[src/rtl/dltq_pkg.sv]
// Shared types and constants for the doubly linked thread queue.
package dltq_pkg;

    localparam int SLOTS   = 16;
    localparam int SLOT_W  = $clog2(SLOTS);
    localparam int COUNT_W = $clog2(SLOTS + 1);

    localparam int SLOT_FIELD_W  = 4;
    localparam int COUNT_FIELD_W = 5;

    localparam logic [1:0] KIND_PUSH   = 2'd0;
    localparam logic [1:0] KIND_POP    = 2'd1;
    localparam logic [1:0] KIND_REMOVE = 2'd2;
    localparam logic [1:0] KIND_NOP    = 2'd3;

    typedef struct packed {
        logic [1:0]              kind;
        logic [SLOT_FIELD_W-1:0] thread_slot;
    } t_in;

    typedef struct packed {
        logic [SLOT_FIELD_W-1:0]  popped_slot;
        logic                     popped_valid;
        logic [COUNT_FIELD_W-1:0] queued_count;
        logic                     is_empty;
        logic                     op_error;
    } t_out;

    typedef struct packed {
        logic capture;
        logic commit;
    } t_cmd;

    typedef struct packed {
        logic out_free;
    } t_sts;

    typedef enum logic [1:0] {
        ST_IDLE = 2'b01,
        ST_EXEC = 2'b10
    } t_state;

endpackage

[src/rtl/dltq_ram.sv]
// Generic single write port RAM with registered read.
module dltq_ram #(
    parameter int WIDTH = 8,
    parameter int DEPTH = 16
) (
    input  logic                     i_clk,
    input  logic                     i_we,
    input  logic [$clog2(DEPTH)-1:0] i_waddr,
    input  logic [WIDTH-1:0]         i_wdata,
    input  logic                     i_re,
    input  logic [$clog2(DEPTH)-1:0] i_raddr,
    output logic [WIDTH-1:0]         o_rdata
);

    logic [WIDTH-1:0] r_mem [DEPTH];
    logic [WIDTH-1:0] r_rdata;

    always_ff @(posedge i_clk) begin
        if (i_we) begin
            r_mem[i_waddr] <= i_wdata;
        end
        if (i_re) begin
            r_rdata <= r_mem[i_raddr];
        end
    end

    assign o_rdata = r_rdata;

endmodule

[src/rtl/dltq_ctrl.sv]
// Controller: accept an operation, then commit it once the output register is free.
module dltq_ctrl (
    input  logic          i_clk,
    input  logic          i_rst_n,
    input  logic          i_in_valid,
    output logic          o_in_ready,
    input  dltq_pkg::t_sts i_sts,
    output dltq_pkg::t_cmd o_cmd
);
    import dltq_pkg::*;

    t_state r_state;
    t_state n_state;

    always_comb begin
        n_state       = r_state;
        o_in_ready    = 1'b0;
        o_cmd.capture = 1'b0;
        o_cmd.commit  = 1'b0;
        unique case (r_state)
            ST_IDLE: begin
                o_in_ready = 1'b1;
                if (i_in_valid) begin
                    o_cmd.capture = 1'b1;
                    n_state       = ST_EXEC;
                end
            end
            ST_EXEC: begin
                if (i_sts.out_free) begin
                    o_cmd.commit = 1'b1;
                    n_state      = ST_IDLE;
                end
            end
            default: begin
                n_state = ST_IDLE;
            end
        endcase
    end

    always_ff @(posedge i_clk) begin
        if (!i_rst_n) begin
            r_state <= ST_IDLE;
        end else begin
            r_state <= n_state;
        end
    end

endmodule

[src/rtl/dltq_dp.sv]
// Datapath: link memories, head, tail, count, membership bits and output register.
module dltq_dp (
    input  logic            i_clk,
    input  logic            i_rst_n,
    input  dltq_pkg::t_in   i_in,
    input  dltq_pkg::t_cmd  i_cmd,
    input  logic            i_out_ready,
    output logic            o_out_valid,
    output dltq_pkg::t_out  o_out,
    output dltq_pkg::t_sts  o_sts
);
    import dltq_pkg::*;

    logic [1:0]         r_kind, n_kind;
    logic [SLOT_W-1:0]  r_slot, n_slot;
    logic               r_slot_ok, n_slot_ok;
    logic [SLOT_W-1:0]  r_head, n_head;
    logic [SLOT_W-1:0]  r_tail, n_tail;
    logic [COUNT_W-1:0] r_count, n_count;
    logic [SLOTS-1:0]   r_inq, n_inq;
    t_out               r_out, n_out;
    logic               r_out_valid, n_out_valid;

    logic              nx_we, pv_we;
    logic [SLOT_W-1:0] nx_waddr, pv_waddr;
    logic [SLOT_W-1:0] nx_wdata, pv_wdata;
    logic [SLOT_W-1:0] nx_rdata, pv_rdata;
    logic [SLOT_W-1:0] rd_addr;

    logic [SLOT_W-1:0] tgt;
    logic              has_p, has_n;
    logic              do_push, do_unlink, err, popv;

    assign rd_addr = (i_in.kind == KIND_POP) ? r_head : SLOT_W'(i_in.thread_slot);

    dltq_ram #(.WIDTH(SLOT_W), .DEPTH(SLOTS)) u_next_ram (
        .i_clk   (i_clk),
        .i_we    (nx_we),
        .i_waddr (nx_waddr),
        .i_wdata (nx_wdata),
        .i_re    (i_cmd.capture),
        .i_raddr (rd_addr),
        .o_rdata (nx_rdata)
    );

    dltq_ram #(.WIDTH(SLOT_W), .DEPTH(SLOTS)) u_prev_ram (
        .i_clk   (i_clk),
        .i_we    (pv_we),
        .i_waddr (pv_waddr),
        .i_wdata (pv_wdata),
        .i_re    (i_cmd.capture),
        .i_raddr (rd_addr),
        .o_rdata (pv_rdata)
    );

    always_comb begin
        tgt       = (r_kind == KIND_POP) ? r_head : r_slot;
        has_p     = (tgt != r_head);
        has_n     = (tgt != r_tail);
        do_push   = 1'b0;
        do_unlink = 1'b0;
        err       = 1'b0;
        popv      = 1'b0;
        unique case (r_kind)
            KIND_PUSH: begin
                do_push = r_slot_ok && !r_inq[r_slot];
                err     = !do_push;
            end
            KIND_POP: begin
                do_unlink = (r_count != '0);
                popv      = do_unlink;
            end
            KIND_REMOVE: begin
                do_unlink = r_slot_ok && r_inq[r_slot];
                err       = !do_unlink;
            end
            KIND_NOP: begin
                err = 1'b0;
            end
        endcase
    end

    always_comb begin
        n_kind      = r_kind;
        n_slot      = r_slot;
        n_slot_ok   = r_slot_ok;
        n_head      = r_head;
        n_tail      = r_tail;
        n_count     = r_count;
        n_inq       = r_inq;
        n_out       = r_out;
        n_out_valid = r_out_valid;
        nx_we       = 1'b0;
        nx_waddr    = r_tail;
        nx_wdata    = r_slot;
        pv_we       = 1'b0;
        pv_waddr    = r_slot;
        pv_wdata    = r_tail;

        if (i_cmd.capture) begin
            n_kind    = i_in.kind;
            n_slot    = SLOT_W'(i_in.thread_slot);
            n_slot_ok = (int'(i_in.thread_slot) < SLOTS);
        end

        if (i_cmd.commit) begin
            if (do_push) begin
                nx_we    = (r_count != '0);
                pv_we    = 1'b1;
                n_tail   = r_slot;
                if (r_count == '0) begin
                    n_head = r_slot;
                end
                n_inq[r_slot] = 1'b1;
                n_count       = COUNT_W'(r_count + 1'b1);
            end
            if (do_unlink) begin
                if (has_p) begin
                    nx_we    = 1'b1;
                    nx_waddr = pv_rdata;
                    nx_wdata = nx_rdata;
                end else begin
                    n_head = nx_rdata;
                end
                if (has_n) begin
                    pv_we    = 1'b1;
                    pv_waddr = nx_rdata;
                    pv_wdata = pv_rdata;
                end else begin
                    n_tail = pv_rdata;
                end
                n_inq[tgt] = 1'b0;
                n_count    = COUNT_W'(r_count - 1'b1);
            end
            n_out.popped_slot  = popv ? SLOT_FIELD_W'(tgt) : '0;
            n_out.popped_valid = popv;
            n_out.queued_count = COUNT_FIELD_W'(n_count);
            n_out.is_empty     = (n_count == '0);
            n_out.op_error     = err;
            n_out_valid        = 1'b1;
        end else if (i_out_ready) begin
            n_out_valid = 1'b0;
        end
    end

    always_ff @(posedge i_clk) begin
        if (!i_rst_n) begin
            r_kind      <= KIND_NOP;
            r_head      <= '0;
            r_tail      <= '0;
            r_count     <= '0;
            r_inq       <= '0;
            r_out_valid <= 1'b0;
        end else begin
            r_kind      <= n_kind;
            r_head      <= n_head;
            r_tail      <= n_tail;
            r_count     <= n_count;
            r_inq       <= n_inq;
            r_out_valid <= n_out_valid;
        end
    end

    always_ff @(posedge i_clk) begin
        r_slot    <= n_slot;
        r_slot_ok <= n_slot_ok;
        r_out     <= n_out;
    end

    assign o_out_valid    = r_out_valid;
    assign o_out          = r_out;
    assign o_sts.out_free = !r_out_valid || i_out_ready;

endmodule

[src/rtl/doubly_linked_thread_queue.sv]
// Top level of the doubly linked thread queue: controller, datapath and checks.
// An accepted operation is committed from the execute state into the output register.
// No new operation is accepted until commit: the link memories are read at acceptance
//   and written back at commit; a full, unread output register stalls the commit.
// Reset: synchronous, active low; empties the queue and clears the membership bits.
//   The link memories are not cleared and need no clearing pass.
module doubly_linked_thread_queue (
    input  logic            i_clk,
    input  logic            i_rst_n,
    input  logic            i_in_valid,
    output logic            o_in_ready,
    input  dltq_pkg::t_in   i_in,
    output logic            o_out_valid,
    input  logic            i_out_ready,
    output dltq_pkg::t_out  o_out
);
    import dltq_pkg::*;

    t_cmd cmd;
    t_sts sts;

    dltq_ctrl u_ctrl (
        .i_clk      (i_clk),
        .i_rst_n    (i_rst_n),
        .i_in_valid (i_in_valid),
        .o_in_ready (o_in_ready),
        .i_sts      (sts),
        .o_cmd      (cmd)
    );

    dltq_dp u_dp (
        .i_clk       (i_clk),
        .i_rst_n     (i_rst_n),
        .i_in        (i_in),
        .i_cmd       (cmd),
        .i_out_ready (i_out_ready),
        .o_out_valid (o_out_valid),
        .o_out       (o_out),
        .o_sts       (sts)
    );

`ifndef NO_ASSERTIONS
    a_commit_shows: assert property (@(posedge i_clk) disable iff (!i_rst_n)
        cmd.commit |=> o_out_valid)
        else $error("committed beat not presented");

    a_commit_free: assert property (@(posedge i_clk) disable iff (!i_rst_n)
        cmd.commit |-> (!o_out_valid || i_out_ready))
        else $error("commit overwrote a pending beat");

    a_empty_count: assert property (@(posedge i_clk) disable iff (!i_rst_n)
        o_out_valid |-> (o_out.is_empty == (o_out.queued_count == '0)))
        else $error("empty flag disagrees with count");

    a_pop_no_error: assert property (@(posedge i_clk) disable iff (!i_rst_n)
        (o_out_valid && o_out.popped_valid) |-> (!o_out.op_error && !o_out.is_empty
            || !o_out.op_error))
        else $error("successful pop flagged as error");

    a_count_range: assert property (@(posedge i_clk) disable iff (!i_rst_n)
        o_out_valid |-> (int'(o_out.queued_count) <= SLOTS))
        else $error("count exceeds slot total");
`endif

endmodule
[config.mk]
export PLATFORM = sky130hd
export DESIGN_NAME = doubly_linked_thread_queue
export DESIGN_NICKNAME = d
export VERILOG_FILES = /design/src/rtl/dltq_pkg.sv /design/src/rtl/dltq_ram.sv /design/src/rtl/dltq_ctrl.sv /design/src/rtl/dltq_dp.sv /design/src/rtl/doubly_linked_thread_queue.sv
export SDC_FILE = /design/constraint.sdc
export NUM_CORES = 1
export LEC_CHECK = 0
export ABC_CLOCK_PERIOD_IN_PS = 3800
export BUFFER_PORTS_ARGS = -buffer_cell sky130_fd_sc_hd__buf_4
export CAP_MARGIN = 20
export CORE_ASPECT_RATIO = 1.1
export CORE_UTILIZATION = 40
export DETAILED_ROUTE_END_ITERATION = 16
export PLACE_DENSITY_LB_ADDON = 0.08
export SLEW_MARGIN = 30
export SYNTH_ARGS = -nofsm -noshare
export SYNTH_HDL_FRONTEND = slang
export SYNTH_SLANG_ARGS = --single-unit
[constraint.sdc]
create_clock -name i_clk -period 3.8 [get_ports i_clk]
set_input_delay 0.38 -clock i_clk [delete_from_list [all_inputs] [get_ports i_clk]]
set_output_delay 0.38 -clock i_clk [all_outputs]
set_load 0.02 [all_outputs]
==> results.json <==
{
  "antenna_found_initial": 0,
  "drv_slew": 0,
  "max_stage_delay_ns": 0.75,
  "die_y_um": 155,
  "area_growth_pct": 13.5,
  "seq_area_frac_synth_pct": 61.9,
  "cts_max_level": 4,
  "synthFlopType": "edfxtp_1",
  "ys_ff_latch": 186,
  "hold_buffers": 0,
  "finalSetupTns_ns": 0,
  "synth.area.mux_share_pct": 12.3,
  "clock_sinks": 186,
  "critPathKind": "reg -> reg",
  "hp-class": "in -> reg",
  "yosysTopAreaCell": "edfxtp_1",
  "hpwl_um": 14200,
  "vias_per_cell": 5.70,
  "seqCellArea_um2": 5250,
  "power.total_mw": 4.29,
  "arrival_ns": 3.18,
  "power_density_nw_per_um2": 446,
  "cpMostUsedCell": "nand2_1",
  "cp-end-kind": "flip-flop",
  "whs_endpoint": "u_dp.r_slot[2]",
  "final_cells": 923,
  "wirelength_um": 19800,
  "synth_xor_xnor_area_share_pct": 1.14,
  "grt_max_degree": 33,
  "multi_input_area_um2": 3000,
  "fillCellCount": 1820,
  "finalNetCount": 670,
  "rows": 55,
  "crit-reg2reg-launch": "u_dp.r_slot[3]",
  "crit_fanout": 16,
  "cp_cell_sequence": "mux2i_1, a22oi_1, nand3_2, a31oi_2, buf_4, nand2_1, nand2_1, nand2_1",
  "syn_avg_cell_area_um2": 13.7,
  "gp_congestion": 0.818,
  "grt_usage_pct": 19.4,
  "drtIter0Drc": 404,
  "r2r_cells": 8,
  "ys_warn_count": 0,
  "synth_compound_area_share_pct": 10.1,
  "synth_async_sr_flop_share_pct": 0,
  "hold_violations": 0,
  "overflow": 0,
  "start_util_pct": 41.0,
  "path_clk_slew_ns": 0.07,
  "syn-num-nets": 636,
  "min_delay_path_depth": 1,
  "synth-edff-count": 152,
  "peakVddDrop_v": 0.000320,
  "relSlewSlack_pct": 43.5,
  "io_pins": 24,
  "synth_fa_ha_area_share_pct": 0.886,
  "drive_above_1_share_pct": 21.3,
  "crit_family": "simple AND/OR/NAND/NOR gates",
  "r2r-end": "u_dp.u_next_ram.r_mem[4][3]",
  "grt_setup_unrepaired": "no",
  "drv_cap": 0,
  "min_period_ns": 3.16,
  "worst_pin_slew_ns": 0.848,
  "p_leak_nw": 3.15,
  "post_drt_wl_per_cell_um": 21.5,
  "r2r_slack_ns": 0.64,
  "crit_slowest_cell": "edfxtp_1",
  "drtAntennaViolNets": 0,
  "die_w_um": 141,
  "cts_tree": "yes",
  "path_buf_inv": 1,
  "clock_latency_ns": 0.43,
  "grt_pass1_vias": 5337,
  "synth_cell_types": 63,
  "min_period_over_period_pct": 83.3,
  "clockBufferDepth": 2,
  "cts_buffers": 17,
  "grt_pass1_wl_um": 31300,
  "die_area_um2": 21800,
  "synth_top_area_share_pct": 53.9,
  "skew_ns": 0.0137,
  "status": "finished clean",
  "postSynthCellCount": 620,
  "synth_top_family_by_area": "multiplexers",
  "antenna_cells": 0,
  "port_buffers": 23,
  "synthSimpleGateAreaFrac_pct": 10.7,
  "post-cts-setup-buffers": 0,
  "dr.pass1.iters": 6,
  "post_cts_resized": 0,
  "synthTopCellsByArea": "edfxtp_1 54%, mux4_2 8.5%, dfxtp_1 8.0%",
  "start_kind": "flip-flop",
  "drcViolationCount": 0,
  "num_vias": 5261,
  "final_common_cell": "edfxtp_1",
  "final_cell_mix": "152 x edfxtp_1, 56 x nor2_1, 49 x buf_4",
  "critPathRequiredTime_ns": 3.82,
  "syn_area_um2": 8470,
  "core_um2": 20600,
  "hp-start": "i_in[2]",
  "maxClockFrequency_ghz": 0.316,
  "dp.cells": 891,
  "setup_viol": 0,
  "cts_root_buf": "clkbuf_16"
}
[power by group]
group	leakage (nW)	total (mW)	internal, mW	switching (mW)
clock network	0.296	1.78	0.943	0.839
registers	1.54	2.23	2.21	0.0241
logic	1.32	0.273	0.106	0.167
total	3.15	4.29	3.26	1.03
[metrics by stage]
stage | cell area [µm²] | worst slack (ns) | hold WS, ns | utilization, %
finish | 9620 | 0.635 | 0.156 | 46.6
global route | 9620 | 0.392 | 0.141 | 46.6
CTS | 9620 | 0.584 | 0.143 | 46.6
detailed placement | 9020 | 0.609 | 0.504 | 43.7
global placement | 9020 | 0.682 | 0.503 | 43.7
floorplan | 8470 | 1.01 | 0.479 | -
[cell type report]
cell class | instances | area share, %
sequential | 186 | 54.5
multi-input combinational | 381 | 31.2
clock buffer | 17 | 4.42
timing repair buffer | 50 | 4.03
tap | 256 | 3.33
clock inverter | 15 | 1.76
inverter | 18 | 0.702
[sequential cells by signal, summed over array words and instances, names as in the netlist]
name	flops
u_dp.u_next_ram.r_mem	64
u_dp.u_prev_ram.r_mem	64
u_dp.r_inq	16
u_dp.o_out	12
u_dp.r_count	5
u_dp.r_head	4
u_dp.r_slot	4
u_dp.r_tail	4
u_dp.u_next_ram.o_rdata	4
u_dp.u_prev_ram.o_rdata	4
u_ctrl.r_state	2
u_dp.r_kind	2
u_dp.o_out_valid	1
[metal layers]
metal	track usage, %	share of wire [%]
met1	25.8	45
met2	31.8	49
met3	3.84	3.8
met4	6.16	1.5
met5	0	0
[synthesized netlist by cell type, types with 4 or more instances]
library cell	number
nor2_1	56
nand3_1	9
or3_1	4
o221a_1	4
nand2_1	35
nor3_1	22
a31oi_1	13
mux2i_1	26
a211oi_1	13
xor2_1	4
edfxtp_1	152
nand2b_1	7
dfxtp_1	34
mux4_2	32
xnor2_1	7
nor2b_1	16
o21ai_0	19
buf_2	10
a221oi_1	6
o32ai_1	4
clkbuf_1	19
buf_6	4
and2_1	6
ha_1	6
a21oi_1	35
a22oi_1	4
inv_1	16
and3_1	11
[cells by family (layout without fill, tap and decap cells)]
| group | after synthesis | count (layout) |
|---|---|---|
| xor+xnor | 11 | 11 |
| compound gates | 122 | 122 |
| mux | 63 | 63 |
| fa+ha+maj | 6 | 6 |
| flops | 186 | 186 |
| buf+inv | 53 | 100 |
| simple gates | 179 | 179 |
[worst register-to-register path, stage by stage, from the launching register on]
cell,delay [ns]
edfxtp_1,0.75
mux2i_1,0.17
a22oi_1,0.35
nand3_2,0.20
a31oi_2,0.34
buf_4,0.19
nand2_1,0.20
nand2_1,0.17
nand2_1,0.37
[worst max-delay path by stage]
stage / start / end / slack, ns / cells past startpoint
2_1_floorplan: u_dp.r_slot[1] / u_dp.u_next_ram.r_mem[0][2] / 1.01 / 7
3_3_place_gp: u_dp.r_slot[3] / u_dp.u_next_ram.r_mem[14][3] / 0.68 / 8
3_5_place_dp: u_dp.r_slot[3] / u_dp.u_next_ram.r_mem[11][3] / 0.61 / 8
4_1_cts: u_dp.r_slot[3] / u_dp.u_next_ram.r_mem[4][3] / 0.58 / 8
5_1_grt: u_dp.r_slot[3] / u_dp.u_next_ram.r_mem[4][3] / 0.39 / 8
6_report: u_dp.r_slot[3] / u_dp.u_next_ram.r_mem[4][3] / 0.64 / 8
Note: power is estimated with default switching activity, not from simulation.
